`config.mk`:
```
export PLATFORM = sky130hd
export DESIGN_NAME = qti_ctrl
export DESIGN_NICKNAME = d
export VERILOG_FILES = /design/src/hdl/qti_pkg.sv /design/src/hdl/qti_ctrl.sv
export SDC_FILE = /design/constraint.sdc
export NUM_CORES = 1
export LEC_CHECK = 0
export BUFFER_PORTS_ARGS = -buffer_cell sky130_fd_sc_hd__buf_2
export CORE_UTILIZATION = 45
export DETAILED_ROUTE_END_ITERATION = 6
export PLACE_DENSITY = 0.83
export SETUP_SLACK_MARGIN = 0.2
export SYNTH_ARGS = -nofsm -noshare
export SYNTH_HDL_FRONTEND = slang
export SYNTH_SLANG_ARGS = --single-unit
```
`constraint.sdc`:
```
create_clock -name clk -period 3 [get_ports clk]
set_input_delay 0.45 -clock clk [delete_from_list [all_inputs] [get_ports clk]]
set_output_delay 0.45 -clock clk [all_outputs]
set_load 0.01 [all_outputs]
```
`src/hdl/qti_pkg.sv`:
```
`timescale 1ns / 1ps
// Shared constants, codes and controller/datapath interface types for the
// efficiency table interpolator. No dependencies.
package qti_pkg;

    // Table geometry
    localparam int NUM_PIXELS  = 16;
    localparam int TABLE_DEPTH = 64;
    localparam int MEM_DEPTH   = NUM_PIXELS * TABLE_DEPTH;
    localparam int PIX_W       = (NUM_PIXELS > 1) ? $clog2(NUM_PIXELS) : 1;
    localparam int ENTRY_W     = $clog2(TABLE_DEPTH);
    localparam int LEN_W       = $clog2(TABLE_DEPTH + 1);
    localparam int ADDR_W      = $clog2(MEM_DEPTH);

    // Field widths
    localparam int FUNC_W    = 2;
    localparam int PIXEL_W   = 5;
    localparam int INDEX_W   = 6;
    localparam int VAL_W     = 16;
    localparam int LAM_W     = 16;
    localparam int LAST_W    = 17;
    localparam int STATUS_W  = 2;
    localparam int CFG_IDX_W = 2;
    localparam int CFG_W     = 16;

    // Derived arithmetic widths
    localparam int SPAN_W    = LEN_W + LAM_W;
    localparam int SUM_W     = SPAN_W + 1;
    localparam int DIV_W     = 2 * VAL_W;
    localparam int DIV_CNT_W = $clog2(DIV_W);
    localparam int LAST_MAX  = (2 ** LAST_W) - 1;

    // Item function codes
    localparam logic [FUNC_W-1:0] FUNC_LOAD      = 2'd0;
    localparam logic [FUNC_W-1:0] FUNC_QUERY_PIX = 2'd1;
    localparam logic [FUNC_W-1:0] FUNC_QUERY_ENV = 2'd2;

    // Result status codes
    localparam logic [STATUS_W-1:0] ST_OK        = 2'd0;
    localparam logic [STATUS_W-1:0] ST_BAD_PIXEL = 2'd1;
    localparam logic [STATUS_W-1:0] ST_RANGE     = 2'd2;
    localparam logic [STATUS_W-1:0] ST_EMPTY     = 2'd3;

    // Configuration register indexes
    localparam logic [CFG_IDX_W-1:0] CFG_LAMBDA_FIRST  = 2'd0;
    localparam logic [CFG_IDX_W-1:0] CFG_LAMBDA_STEP   = 2'd1;
    localparam logic [CFG_IDX_W-1:0] CFG_CE_WITH_FIELD = 2'd2;
    localparam logic [CFG_IDX_W-1:0] CFG_CE_NO_FIELD   = 2'd3;

    // Configuration reset values
    localparam logic [CFG_W-1:0] RST_LAMBDA_FIRST = 16'd4800;
    localparam logic [CFG_W-1:0] RST_LAMBDA_STEP  = 16'd32;
    localparam logic [CFG_W-1:0] RST_CE           = 16'hFFFF;

    // Commands from controller to datapath
    typedef struct packed {
        logic                take_input;
        logic                load_write;
        logic                len_pick;
        logic                len_clear;
        logic                len_max;
        logic                span_calc;
        logic                range_calc;
        logic                div_idx_start;
        logic                idx_capture;
        logic                cnt_clear;
        logic                cnt_inc;
        logic                acc_clear;
        logic                rd_issue;
        logic                prod_calc;
        logic                div_frac_start;
        logic                qe_from_div;
        logic                qe_from_acc;
        logic                ce_calc;
        logic                set_status;
        logic [STATUS_W-1:0] status_code;
        logic                out_load;
    } qti_cmd_t;

    // Status from datapath to controller
    typedef struct packed {
        logic [FUNC_W-1:0] func;
        logic              pix_ok;
        logic              idx_ok;
        logic              len_zero;
        logic              out_of_range;
        logic              div_busy;
        logic              div_done;
        logic              r_zero;
        logic              cnt_last;
    } qti_stat_t;

endpackage

```
`src/hdl/qti_ctrl.sv`:
```
`timescale 1ns / 1ps
// Controller state machine: sequences one item through the datapath and
// owns the input and output handshakes. Depends on qti_pkg.
module qti_ctrl (
    input  logic                clk,
    input  logic                rst_n,
    input  logic                in_valid,
    output logic                in_stall,
    output logic                out_valid,
    input  logic                out_stall,
    input  qti_pkg::qti_stat_t  stat,
    output qti_pkg::qti_cmd_t   cmd
);

    localparam logic [3:0] S_IDLE   = 4'd0;
    localparam logic [3:0] S_DECODE = 4'd1;
    localparam logic [3:0] S_ENVLEN = 4'd2;
    localparam logic [3:0] S_LENCHK = 4'd3;
    localparam logic [3:0] S_RANGE  = 4'd4;
    localparam logic [3:0] S_DIV1   = 4'd5;
    localparam logic [3:0] S_FETCH  = 4'd6;
    localparam logic [3:0] S_DRAIN  = 4'd7;
    localparam logic [3:0] S_MUL    = 4'd8;
    localparam logic [3:0] S_SUM    = 4'd9;
    localparam logic [3:0] S_DIV2   = 4'd10;
    localparam logic [3:0] S_CE     = 4'd11;
    localparam logic [3:0] S_RESULT = 4'd12;

    logic [3:0] state_reg;
    logic [3:0] state_next;
    logic       out_valid_reg;
    logic       out_valid_next;
    logic       out_free;

    assign out_free = !out_valid_reg || !out_stall;

    // Next state and command decode
    always_comb
    begin
        state_next = state_reg;
        cmd        = '0;
        in_stall   = 1'b1;
        case (state_reg)
            S_IDLE:
            begin
                in_stall = 1'b0;
                if (in_valid)
                begin
                    cmd.take_input = 1'b1;
                    state_next     = S_DECODE;
                end
            end
            S_DECODE:
            begin
                case (stat.func)
                    qti_pkg::FUNC_LOAD:
                    begin
                        if (stat.pix_ok && stat.idx_ok)
                        begin
                            cmd.load_write = 1'b1;
                        end
                        else
                        begin
                            cmd.set_status  = 1'b1;
                            cmd.status_code = qti_pkg::ST_BAD_PIXEL;
                        end
                        state_next = S_RESULT;
                    end
                    qti_pkg::FUNC_QUERY_PIX:
                    begin
                        if (stat.pix_ok)
                        begin
                            cmd.len_pick = 1'b1;
                            state_next   = S_LENCHK;
                        end
                        else
                        begin
                            cmd.set_status  = 1'b1;
                            cmd.status_code = qti_pkg::ST_BAD_PIXEL;
                            state_next      = S_RESULT;
                        end
                    end
                    qti_pkg::FUNC_QUERY_ENV:
                    begin
                        cmd.len_clear = 1'b1;
                        cmd.cnt_clear = 1'b1;
                        state_next    = S_ENVLEN;
                    end
                    default:
                    begin
                        state_next = S_RESULT;
                    end
                endcase
            end
            S_ENVLEN:
            begin
                // Sweep pixel lengths for the envelope length
                cmd.len_max = 1'b1;
                cmd.cnt_inc = 1'b1;
                if (stat.cnt_last)
                begin
                    state_next = S_LENCHK;
                end
            end
            S_LENCHK:
            begin
                if (stat.len_zero)
                begin
                    cmd.set_status  = 1'b1;
                    cmd.status_code = qti_pkg::ST_EMPTY;
                    state_next      = S_RESULT;
                end
                else
                begin
                    cmd.span_calc = 1'b1;
                    cmd.cnt_clear = 1'b1;
                    cmd.acc_clear = 1'b1;
                    state_next    = S_RANGE;
                end
            end
            S_RANGE:
            begin
                cmd.range_calc = 1'b1;
                if (stat.out_of_range)
                begin
                    cmd.set_status  = 1'b1;
                    cmd.status_code = qti_pkg::ST_RANGE;
                    state_next      = S_RESULT;
                end
                else
                begin
                    cmd.div_idx_start = 1'b1;
                    state_next        = S_DIV1;
                end
            end
            S_DIV1:
            begin
                if (stat.div_done)
                begin
                    cmd.idx_capture = 1'b1;
                    state_next      = S_FETCH;
                end
            end
            S_FETCH:
            begin
                // Read the neighbor entries of one pixel per cycle
                cmd.rd_issue = 1'b1;
                cmd.cnt_inc  = 1'b1;
                if (stat.cnt_last)
                begin
                    state_next = S_DRAIN;
                end
            end
            S_DRAIN:
            begin
                state_next = S_MUL;
            end
            S_MUL:
            begin
                if (stat.r_zero)
                begin
                    cmd.qe_from_acc = 1'b1;
                    state_next      = S_CE;
                end
                else
                begin
                    cmd.prod_calc = 1'b1;
                    state_next    = S_SUM;
                end
            end
            S_SUM:
            begin
                cmd.div_frac_start = 1'b1;
                state_next         = S_DIV2;
            end
            S_DIV2:
            begin
                if (stat.div_done)
                begin
                    cmd.qe_from_div = 1'b1;
                    state_next      = S_CE;
                end
            end
            S_CE:
            begin
                cmd.ce_calc = 1'b1;
                state_next  = S_RESULT;
            end
            S_RESULT:
            begin
                // Hold until the output register has room
                if (out_free)
                begin
                    cmd.out_load = 1'b1;
                    state_next   = S_IDLE;
                end
            end
            default:
            begin
                state_next = S_IDLE;
            end
        endcase
    end

    // Output valid: set on load, drop when taken
    always_comb
    begin
        if (cmd.out_load)
        begin
            out_valid_next = 1'b1;
        end
        else
        begin
            out_valid_next = out_valid_reg && out_stall;
        end
    end

    always_ff @(posedge clk or negedge rst_n)
    begin
        if (!rst_n)
        begin
            state_reg     <= S_IDLE;
            out_valid_reg <= 1'b0;
        end
        else
        begin
            state_reg     <= state_next;
            out_valid_reg <= out_valid_next;
        end
    end

    assign out_valid = out_valid_reg;

    // A result never overwrites one that is still waiting
    a_no_overwrite: assert property (@(posedge clk) disable iff (!rst_n)
        cmd.out_load |-> (!out_valid_reg || !out_stall))
        else $error("output register overwritten while stalled");

    // A new result only appears out of the result state
    a_result_source: assert property (@(posedge clk) disable iff (!rst_n)
        $rose(out_valid_reg) |-> $past(state_reg == S_RESULT))
        else $error("result raised outside result state");

    // Waiting on the divider only while it works or has just finished
    a_div_alive: assert property (@(posedge clk) disable iff (!rst_n)
        (state_reg == S_DIV1 || state_reg == S_DIV2) |-> (stat.div_busy || stat.div_done))
        else $error("waiting on an idle divider");

endmodule

```
==> results of run 1 <==
power breakdown:
part / internal, W / switching [W]
clock: 0.0000501 / 0.0000254
sequential: 0.000102 / 0.000118
combinational: 0.000189 / 0.000221
total: 0.000341 / 0.000364
critical path: cells and delay by family (launching register included):
| family | cells | cell delay [ps] |
|---|---|---|
| simple gates | 3 | 740 |
| flops | 1 | 650 |
| buf+inv | 1 | 120 |
worst max-delay path by stage:
stage	from	end	slack (ps)	cells after the start
finish	state_reg[1]	cmd[12]	800	4
global route	state_reg[0]	cmd[12]	680	4
CTS	state_reg[1]	cmd[12]	820	4
detailed placement	state_reg[1]	cmd[12]	1080	4
global placement	stat[9]	cmd[3]	1100	8
floorplan	state_reg[2]	cmd[12]	1150	3
routing by layer:
layer  vias up  share of wire  wire (um)
met1       339           0.44        688
li1        381              -          -
met5         -              0          0
met2        28           0.51        793
met3         0          0.051         80
met4         0              0          0
metrics by stage:
step | power, W | util
3_3_place_gp | 0.000616 | 0.610
6_report | 0.000706 | 0.630
4_1_cts | 0.000709 | 0.630
5_1_grt | 0.000771 | 0.630
3_5_place_dp | 0.000630 | 0.610
2_1_floorplan | 0.000510 | -
cells by family after synthesis:
kind of cell / count (synthesis) / synth area share
simple gates: 42 / 0.385
compound gates: 21 / 0.232
buf+inv: 12 / 0.0902
flops: 5 / 0.200
fa+ha+maj: 3 / 0.0601
mux: 2 / 0.0321
final cells by class:
class | instances | share of cell area
multi-input cells | 68 | 0.540
repair buffers | 36 | 0.220
flip-flops and latches | 5 | 0.153
inverters | 7 | 0.0321
well taps | 15 | 0.0229
clock buffers | 4 | 0.0321
layout by cell type, fill, tap and decap left out, drive strengths merged, types with 2 or more instances in the layout:
master,n
a21o,2
a21oi,7
and2,3
and3,4
buf,36
clkbuf,4
dfrtp,5
ha,3
inv,7
mux2i,2
nand2,10
nand2b,3
nor2,5
nor2b,2
nor3,4
nor4,3
o21a,2
o21ai,3
==> summary.md, run 1 <==
The critical path is of the reg2out type. STA classifies the critical path endpoint as an output port. During synthesis, Yosys emitted a total of 0 warnings. The first global-routing pass estimated 2.37 mm of wire. The final-layout worst hold slack was 16.7 ps. In this run the cell area of the synthesized design comes to 624 um2. The maximum count of clock buffers along a single path is 2, and the depth of the worst register-to-register path is 4. At the placement stage, the worst setup path has a slack of 1080 ps. For this block, the initial DRC count from the detailed router was 16. The proportion of synthesized flip-flops having asynchronous set or reset works out to 1.00. Synthesis produced 85 cells.

The worst setup path is launched from a flop. The delay of the slowest cell on the worst path is 650 ps, and the time the final worst path needs with I/O delays and setup is 2200 ps. Filler cell count in the final layout: 138.

Fraction of the cycle the final worst path needs: 0.732. The critical path goes through nand2_1 > nor4_1 > or2_1 > buf_2. Routability-driven placement finished with a final weighted congestion of 0.799. The relative max-transition margin is 0.661, and the final-stage net count is 138. The H-tree depth is 1, and the port buffer count is 36. In this run, synthesis produced a sequential element count of 5. Buffers inserted to repair hold after CTS numbered 0.

The area share of the leading cell type in the synthesized netlist was 0.200. The clock edge transition at the registers on the reported setup and hold paths works out to 40 ps. In this run the critical register-to-register path is launched from state_reg[1]. For the core footprint, the log shows 0.00130 mm2.

Clock skew on the completed layout was measured at 2.00 ps. The first detailed-routing pass ran for 4 iterations. For the number of antenna-violating nets in the routed design, the log shows 0. The clock drives 5 sinks. Across the VDD grid, the largest voltage drop is 0.691 mV. The initial antenna violation count is 0.

Summed over all layers, the routed wires come to 1.56 mm. In this run, synthesis inferred 0 flip-flops with an integrated enable. TritonCTS built the clock tree. The met3 track demand over resource is 0.0455, and the non-filler instance count after layout is 135. The number of placed instances, taps included, is 131.

The met1 usage was 0.281; the post-synth net total was 102. Setup violations remaining at the end of the flow were counted as 0. In this run the clock root is driven by a clkbuf_4. For the number of max-cap violations, the log shows 0. The flow ran to the end, and the final reports show no timing, DRC or antenna violations.

The number of global-route vias before repair came out at 600. Counting instances in the post-synthesis netlist gives the leading cell types as 10 x nand2_1, 7 x a21oi_1, 6 x inv_1. The maximum number of pins on one net before global-route repair was 18; the via-per-instance ratio was 5.54. In this run the register-to-register setup slack is 1410 ps. The floorplan step set the die width to 39.3 um. Yosys mapped the design onto 35 distinct sky130hd cell types.

Multi-input logic area: 443 um2. The die covers 0.00154 mm2. The number of hold violations in the final report is 0.

The run gives 803 ps as the minimum setup slack in the final design. After synthesis, the cell types taking the most area are dfrtp_1 20%, ha_1 6.0%, nand2_1 6.0%. In this run the power density over the cells is 861 mW/mm2. In the synthesized netlist the dominant register cell turns out to be dfrtp_1. For the worst setup path, the data required time is 2550 ps. Of all nets on the critical path, the largest fanout is 16. Busiest layer in global routing: met2. Area occupied by registers: 125 um2. Derived from the worst setup path, the maximum achievable clock frequency is 455 MHz.

The number of remaining DRC errors was 0. The number of antenna diodes in the final layout is 0. The clock latency of the later-clocked register in the worst-skew pair came out at 240 ps. The cell type of the slowest stage on the worst timing path is dfrtp_1. The final count of pins violating max slew was 0.

The register with the most flip-flops in the layout has 4 of them. Area growth from synthesis to layout: 31.3%. The overall routing resource usage came out at 0.225. Yosys instantiated no cell more often than nand2_1.

Setup repair after global routing left no endpoint under its margin. For the pin with the worst max-slew slack, the measured transition is 509 ps. The number of buffers added by the clock tree synthesis step is 3. After detailed routing, the average wire length per cell comes to 11.6 um. The tools report the post-synthesis sequential area ratio as 0.200.

Data on the critical path arrives at its endpoint at 1750 ps. For the final routed database, the setup TNS stands at 0 ps. The average cell area after synthesis was 7.35 um2; the top-level I/O count was 38. The placed instances occupy a cell area of 793 um2.

The run gives 13 as the site row count. Summed over all instances, the cell type with the most area after synthesis is dfrtp_1. The cell area after layout was 820 um2. The terminus of the critical flop-to-flop path is state_reg[1]. In this run the worst hold path is classified as in2async. The analysis attributes to cell leakage a power of 0.471 nW. The tools report the total half-perimeter wirelength after legalization and detailed placement as 1.25 mm. The effective utilization at floorplan is 0.480. The floorplan step set the die height to 39.3 um. The tools report the global routing usage on met2 as 0.354. Post-CTS timing repair inserted 0 buffers for setup. The total overflow left after global routing is 0.

The share of final-layout standard cells stronger than drive strength 1 was 0.350; the via count of the routed design was 748. The post-cts resize count was 0.
No activity file was read; power rests on OpenSTA's default activity.
==> run 2, diff against run 1 <==
--- a/config.mk
+++ b/config.mk
@@ -6,9 +6,9 @@
 export NUM_CORES = 1
 export LEC_CHECK = 0
 export BUFFER_PORTS_ARGS = -buffer_cell sky130_fd_sc_hd__buf_2
-export CORE_UTILIZATION = 45
+export CORE_UTILIZATION = 38
 export DETAILED_ROUTE_END_ITERATION = 6
-export PLACE_DENSITY = 0.83
+export PLACE_DENSITY = 0.75
 export SETUP_SLACK_MARGIN = 0.2
 export SYNTH_ARGS = -nofsm -noshare
 export SYNTH_HDL_FRONTEND = slang
==> constraint.sdc (replaced) <==
create_clock -name clk -period 1.9 [get_ports clk]
set_input_delay 0.285 -clock clk [delete_from_list [all_inputs] [get_ports clk]]
set_output_delay 0.285 -clock clk [all_outputs]
set_load 0.01 [all_outputs]
==> run 2 against run 1 <==
Sequential power rose by 27%. Worst hold slack improved by 300 ps. Setup slack got worse by 630 ps. Die area rose by 17%. Core utilization rose by 6.1 points. Combinational power rose to 3.0 times the previous value. Flip-flop and latch count did not move. Non-clock buffer count rose by 20. Highest routed layer is now met4. Sequential share of layout area fell by 2.9 points. Global-route usage rose by 0.58 points. Register-to-register slack got worse by 1100 ps.
==> summary.md, run 2 (synthesis gave the netlist of run 1 again) <==
The final count of pins violating max slew is 0 (unchanged). The start point of the worst hold path is out_stall. The type of the worst setup path was reg2out (unchanged). The worst-case register-to-register setup slack was 320 ps (was 1410 ps); the overall routing resource usage was 0.230 (was 0.225).

Worst hold path class: in2reg (was in2async). The tools report the endpoint of the worst hold-timing path as out_valid. The area of the die is 0.00181 mm2 (was 0.00154 mm2), and the via-per-instance ratio is 5.61 (was 5.54). The site row count is 14 (was 13), and the transition time at the pin with the least slew margin is 354 ps (was 509 ps). The total iterations of the first detailed-routing run is 4 (unchanged). The run finished with clean final reports. The height of the die is 42.5 um (was 39.3 um), and the share of final-layout standard cells stronger than drive strength 1 is 0.543 (was 0.350). The logs give 0 (unchanged) for the number of max-cap violations and 0 (unchanged) for the number of remaining DRC errors. TritonCTS built the clock tree. H-tree depth: 1 (unchanged). The time the final worst path needs with I/O delays and setup was 1730 ps. The number of antenna diodes is 0 (unchanged), and the setup TNS after final layout is 0 ps (unchanged).

Number of buffers added by the clock tree synthesis step: 3 (unchanged). The number of placed instances with taps included was 136 (was 131); the final-stage net count was 158 (was 138). For the non-filler instance count after layout, the log shows 156 (was 135). The core occupancy in the finished layout is 0.691 (was 0.630), and the port buffer count is 36 (unchanged). The depth of the worst register-to-register path is 5 (was 4). The tools report the clock root buffer as clkbuf_4 (unchanged).

Effective utilization at floorplan: 0.410 (was 0.480). The clock sink count was 5 (unchanged); the placer congestion estimate was 0.796 (was 0.799). Timing would allow up to 579 MHz.

The detailed-route wire length per cell came out at 13.6 um (was 11.6 um). The run gives 1.29 mm (was 1.25 mm) as the total half-perimeter wirelength after legalization and detailed placement. The multi-input logic area came out at 507 um2 (was 443 um2). The filler cell count in the final layout was 128 (was 138); the count of cells along the worst hold path was 3.

The clock edge transition at the registers on the reported setup and hold paths was 40 ps (about the same); the core footprint was 0.00152 mm2 (was 0.00130 mm2). Top-level I/O count: 38 (unchanged). The run gives 0 (unchanged) as the number of hold violations in the final report. The kind of start point of the critical path is a flop (unchanged). The most frequent standard cell in the layout excluding fill and tap cells is buf_2 (unchanged).

The global-route wire length before repair was 3.28 mm (was 2.37 mm). Area occupied by registers: 130 um2 (was 125 um2). The data arrival time of the critical path came out at 1440 ps (was 1750 ps).

The logs give 0 (unchanged) for the global-route congestion overflow total and 14 (was 16) for the number of design-rule violations left by the first detailed-router iteration. The maximum count of clock buffers along a single path came out at 2 (unchanged). The area growth from synthesis to layout is 68.7% (was 31.3%), and the worst-path maximum fanout is 6 (was 16). The x dimension of the die was 42.5 um (was 39.3 um); the final wirelength was 2.12 mm (was 1.56 mm). Capturing element type of the critical path: an output port (unchanged).

The fraction of the cycle the final worst path needs came out at 0.909. The total setup violations reported at the end of the flow is 0 (unchanged), and the number of flip-flops under the largest register name is 4 (unchanged). For the worst endpoint required time, the log shows 1620 ps (was 2550 ps). The terminus of the critical flop-to-flop path is state_reg[1] (unchanged). The number of antenna-violating nets in the routed design is 0 (unchanged). Setup repair after global routing could not meet its margin everywhere. The number of global-route vias before repair was 787 (was 600).

The leakage power is 0.581 nW (was 0.471 nW), and the final-layout worst hold slack is 317 ps (was 16.7 ps). The run gives 875 (was 748) as the via count of the routed design. The initial antenna violation count was 0 (unchanged); the total power divided by cell area was 1530 mW/mm2 (was 861 mW/mm2).

Commonest non-fill, non-tap cells in the layout: 36 x buf_2, 14 x buf_4, 9 x nand2_1 (was 36 x buf_2, 10 x nand2_1, 7 x a21oi_1). The logs give 0.961 mV (was 0.691 mV) for the worst voltage drop across the vdd grid and 1.09 ps (was 2.00 ps) for the worst clock skew. The tools report the source of the worst register-to-register timing path as state_reg[3] (was state_reg[1]). The relative max-transition margin is 0.763 (was 0.661), and the maximum number of pins on one net before global-route repair is 10 (was 18). The tools report the clock latency of the later-clocked register in the worst-skew pair as 240 ps (about the same).
run 2: cell types whose count changed in the layout (fill, tap and decap cells not counted), sizes merged:
cell	change
buf	+19
dlygate4sd3	+1
run 2: area by class of cell:
cell class / count / share of cell area
multi-input cells: 68 / 0.481
repair buffers: 56 / 0.327
flip-flops and latches: 5 / 0.124
clock buffers: 4 / 0.0249
inverters: 7 / 0.0249
well taps: 16 / 0.0190
run 2: worst max path at each step:
stage	from	end	slack, ps	cells after the start
final	state_reg[2]	cmd[12]	170	4
after global routing	state_reg[0]	cmd[2]	100	6
after CTS	state_reg[3]	cmd[12]	180	4
after detailed placement	state_reg[3]	cmd[12]	260	4
after global placement	state_reg[3]	cmd[12]	280	4
after floorplan	state_reg[2]	cmd[12]	220	3
run 2: power by group:
| group | total [W] | internal (W) | switching [W] |
|---|---|---|---|
| logic | 0.00122 | 0.000603 | 0.000616 |
| registers | 0.000279 | 0.000172 | 0.000106 |
| clock network | 0.000118 | 0.0000791 | 0.0000388 |
run 2: per-stage QoR:
step	total power [W]	cell area [um2]	worst slack, ps
CTS	0.00138	958	182
detailed placement	0.00106	825	258
global placement	0.00104	825	284
global route	0.00174	1050	100
floorplan	0.000805	624	216
finish	0.00162	1050	174
run 2: routing by layer:
metal / track usage / wire length [um] / up-vias
li1: - / - / 420
met1: 0.284 / 810 / 409
met2: 0.366 / 1150 / 40
met3: 0.0216 / 109 / 6
met4: 0.175 / 44 / 0
met5: 0 / 0 / -
run 2: worst max-delay path: stages (launching register included):
cell and delay, ps:
dfrtp_2 440, buf_4 150, nor4_2 350, or2_1 150
buf_2 120
run 2: what timing repair did:
| action | 4_1_cts | 5_1_grt |
|---|---|---|
| hold endpoints to repair | 5 | 0 |
| setup endpoints to repair | 18 | 15 |
| pin swaps | 2 | 6 |
| hold buffers | 1 | 0 |
| gates resized for setup | 8 | 14 |
| setup buffers | 10 | 5 |
==> run 3, diff against run 2 <==
--- a/config.mk
+++ b/config.mk
@@ -6,9 +6,11 @@
 export NUM_CORES = 1
 export LEC_CHECK = 0
 export BUFFER_PORTS_ARGS = -buffer_cell sky130_fd_sc_hd__buf_2
-export CORE_UTILIZATION = 38
+export CORE_UTILIZATION = 39
+export CTS_BUF_LIST = sky130_fd_sc_hd__clkbuf_8
 export DETAILED_ROUTE_END_ITERATION = 6
-export PLACE_DENSITY = 0.75
+export GPL_ROUTABILITY_DRIVEN = 0
+export PLACE_DENSITY = 0.76
 export SETUP_SLACK_MARGIN = 0.2
 export SYNTH_ARGS = -nofsm -noshare
 export SYNTH_HDL_FRONTEND = slang
==> run 3 against run 2 <==
Register-to-register slack barely moved. Power fell by 5.0%. Flip-flop and latch count did not move. Core utilization fell by 1.4 points. First-iteration DRC count rose by 71%. Maximum frequency fell by 2.6%. Combinational power fell by 14%. Setup slack got worse by 46 ps. Design area fell by 3.2%. Final cell count fell by 3.8%. Largest power group unchanged.
==> summary.md, run 3 (synthesis gave the netlist of run 1 again) <==
The final wirelength is 1.93 mm (was 2.12 mm), and the clock sink count is 5 (unchanged). The tools report the capturing element type of the critical path as an output port (unchanged). The area growth from synthesis to layout is 63.3% (was 68.7%).

The share of final-layout standard cells stronger than drive strength 1 came out at 0.515 (was 0.543). The worst slack after detailed placement was 148 ps (was 258 ps). Most frequent standard cell in the layout excluding fill and tap cells: buf_2 (unchanged). The maximum count of clock buffers along a single path was 2 (unchanged); the number of cells on the critical path was 4 (unchanged). For the top-level I/O count, the log shows 38 (unchanged). Number of placed instances with taps included: 134 (was 136). The total iterations of the first detailed-routing run was 4 (unchanged). The logs give 0.414 (was 0.410) for the effective utilization at floorplan and 220 ps (was 240 ps) for the clock latency of the later-clocked register in the worst-skew pair. The run gives 0 (unchanged) as the number of hold violations in the final report. Final count of pins violating max slew: 0 (unchanged).

The category of cells accounting for the largest share of critical-path delay was simple AND/OR/NAND/NOR gates (unchanged). The tools report the terminus of the critical flop-to-flop path as state_reg[1] (unchanged). The H-tree depth is 1 (unchanged), and the filler cell count in the final layout is 120 (was 128).

The fraction of the cycle the final worst path needs works out to 0.933 (was 0.909). The buffering stage count on the worst path with inverters included is 1 (was 2), and the number of buffers added by the clock tree synthesis step is 3 (unchanged). The port buffer count was 36 (unchanged); the initial antenna violation count was 0 (unchanged).

The minimum setup slack in the final design was 128 ps (was 174 ps); the number of design-rule violations left by the first detailed-router iteration was 24 (was 14). The global-route wire length before repair is 2.73 mm (was 3.28 mm), and the worst clock skew is 5.00 ps (was 1.09 ps). The total power divided by cell area came out at 1510 mW/mm2 (was 1530 mW/mm2). The highest attainable clock frequency was 564 MHz (was 579 MHz); the worst-path maximum fanout was 7 (was 6).

The non-filler instance count after layout is 150 (was 156), and the via count of the routed design is 820 (was 875). The height of the die is 42.0 um (was 42.5 um), and the total half-perimeter wirelength after legalization and detailed placement is 1.25 mm (was 1.29 mm). The cell type of the slowest stage on the worst timing path is dfrtp_2 (unchanged).

For the final-layout worst hold slack, the log shows 342 ps (was 317 ps). The total setup violations reported at the end of the flow is 0 (unchanged), and the worst voltage drop across the vdd grid is 0.984 mV (was 0.961 mV). The global-route congestion overflow total was 0 (unchanged); the number of global-route vias before repair was 636 (was 787). The relative max-transition margin was 0.787 (was 0.763); the number of antenna-violating nets in the routed design was 0 (unchanged). The number of flip-flops under the largest register name was 4 (unchanged).

Type of the worst setup path: reg2out (unchanged). The clock root buffer is clkbuf_8 (was clkbuf_4). The tools report the kind of start point of the critical path as a flop (unchanged).

The run gives 0 (unchanged) as the number of max-cap violations. The detailed-route wire length per cell was 12.8 um (was 13.6 um). Commonest non-fill, non-tap cells in the layout: 36 x buf_2, 11 x buf_4, 10 x nand2_1 (was 36 x buf_2, 14 x buf_4, 9 x nand2_1). Multi-input logic area: 509 um2 (was 507 um2).

The number of remaining DRC errors was 0 (unchanged); the site row count was 14 (unchanged). The tools report the setup TNS after final layout as 0 ps (unchanged). The source of the worst register-to-register timing path was state_reg[1] (was state_reg[3]). The tools report the maximum number of pins on one net before global-route repair as 16 (was 10). The start point of the critical path was state_reg[1] (was state_reg[2]).

The logs give 1490 ps (was 1440 ps) for the data arrival time of the critical path and 320 ps (about the same) for the worst-case register-to-register setup slack. The run finished with clean final reports. The delay of the slowest cell on the worst path is 470 ps (was 440 ps).

The clock edge transition at the registers on the reported setup and hold paths works out to 40 ps (about the same). The via-per-instance ratio was 5.47 (was 5.61); the number of antenna diodes was 0 (unchanged). For the final-stage net count, the log shows 152 (was 158). The worst hold path class is in2reg (unchanged).

The transition time at the pin with the least slew margin is 319 ps (was 354 ps), and the area of the die is 0.00176 mm2 (was 0.00181 mm2). The depth of the worst register-to-register path was 5 (unchanged); the leakage power was 0.564 nW (was 0.581 nW). The overall routing resource usage is 0.195 (was 0.230).

The tools report the worst setup path endpoint as cmd[12] (unchanged). Cell Chain, Critical Path: nor4b_4 > and2_1 > or2_1 > buf_2 (was buf_4 > nor4_2 > or2_1 > buf_2). The worst endpoint required time was 1620 ps (about the same); the x dimension of the die was 42.0 um (was 42.5 um). For the area occupied by registers, the log shows 130 um2 (unchanged). TritonCTS built the clock tree. The tools report the core footprint as 0.00151 mm2 (was 0.00152 mm2). Setup repair after global routing could not meet its margin everywhere. The time the final worst path needs with I/O delays and setup is 1770 ps (was 1730 ps).
-- run 3: routing by layer --
layer	track usage	wire length (um)
met1	0.278	855
met2	0.288	973
met3	0.0603	97
met4	0.0500	0
met5	0	0
-- run 3: repair_timing --
item | in CTS | in global routing
hold buffers | 1 | 0
pin swaps | 2 | 2
gates resized for setup | 6 | 12
hold endpoints to repair | 5 | 0
buffers inserted | 3 | 8
setup endpoints to repair | 10 | 16
-- run 3: worst min path at each step --
| stage | from | endpoint | slack [ps] | cells past startpoint |
|---|---|---|---|---|
| 6_report | out_stall | out_valid | 340 | 3 |
| 5_1_grt | out_stall | out_valid | 360 | 3 |
| 4_1_cts | out_stall | out_valid | 340 | 3 |
| 3_5_place_dp | rst_n | state_reg[1] | 100 | 1 |
| 3_3_place_gp | rst_n | out_valid | 100 | 1 |
| 2_1_floorplan | rst_n | out_valid | -10 | 0 |
-- run 3: area by class of cell --
type / count / share of cell area
multi-input cells: 68 / 0.499
repair buffers: 50 / 0.283
flip-flops and latches: 5 / 0.128
clock buffers: 3 / 0.0405
inverters: 7 / 0.0258
well taps: 16 / 0.0196
clock inverters: 1 / 0.00368
-- run 3: per-stage QoR --
step | utilization | power (W) | cell area, um2
2_1_floorplan | - | 0.000805 | 624
3_3_place_gp | 0.537 | 0.00101 | 810
3_5_place_dp | 0.537 | 0.00102 | 810
4_1_cts | 0.603 | 0.00129 | 908
5_1_grt | 0.677 | 0.00165 | 1020
6_report | 0.677 | 0.00153 | 1020
-- run 3: tightest hold or removal path, cell delays in order --
cell	delay (ps)
buf_2	90
nand2_1	80
nand2_1	70
-- run 3: report_power, final --
group / leakage [nW] / internal (W) / switching (W)
clock: 0.0269 / 0.000138 / 0.0000516
sequential: 0.0572 / 0.000173 / 0.000120
combinational: 0.480 / 0.000495 / 0.000557
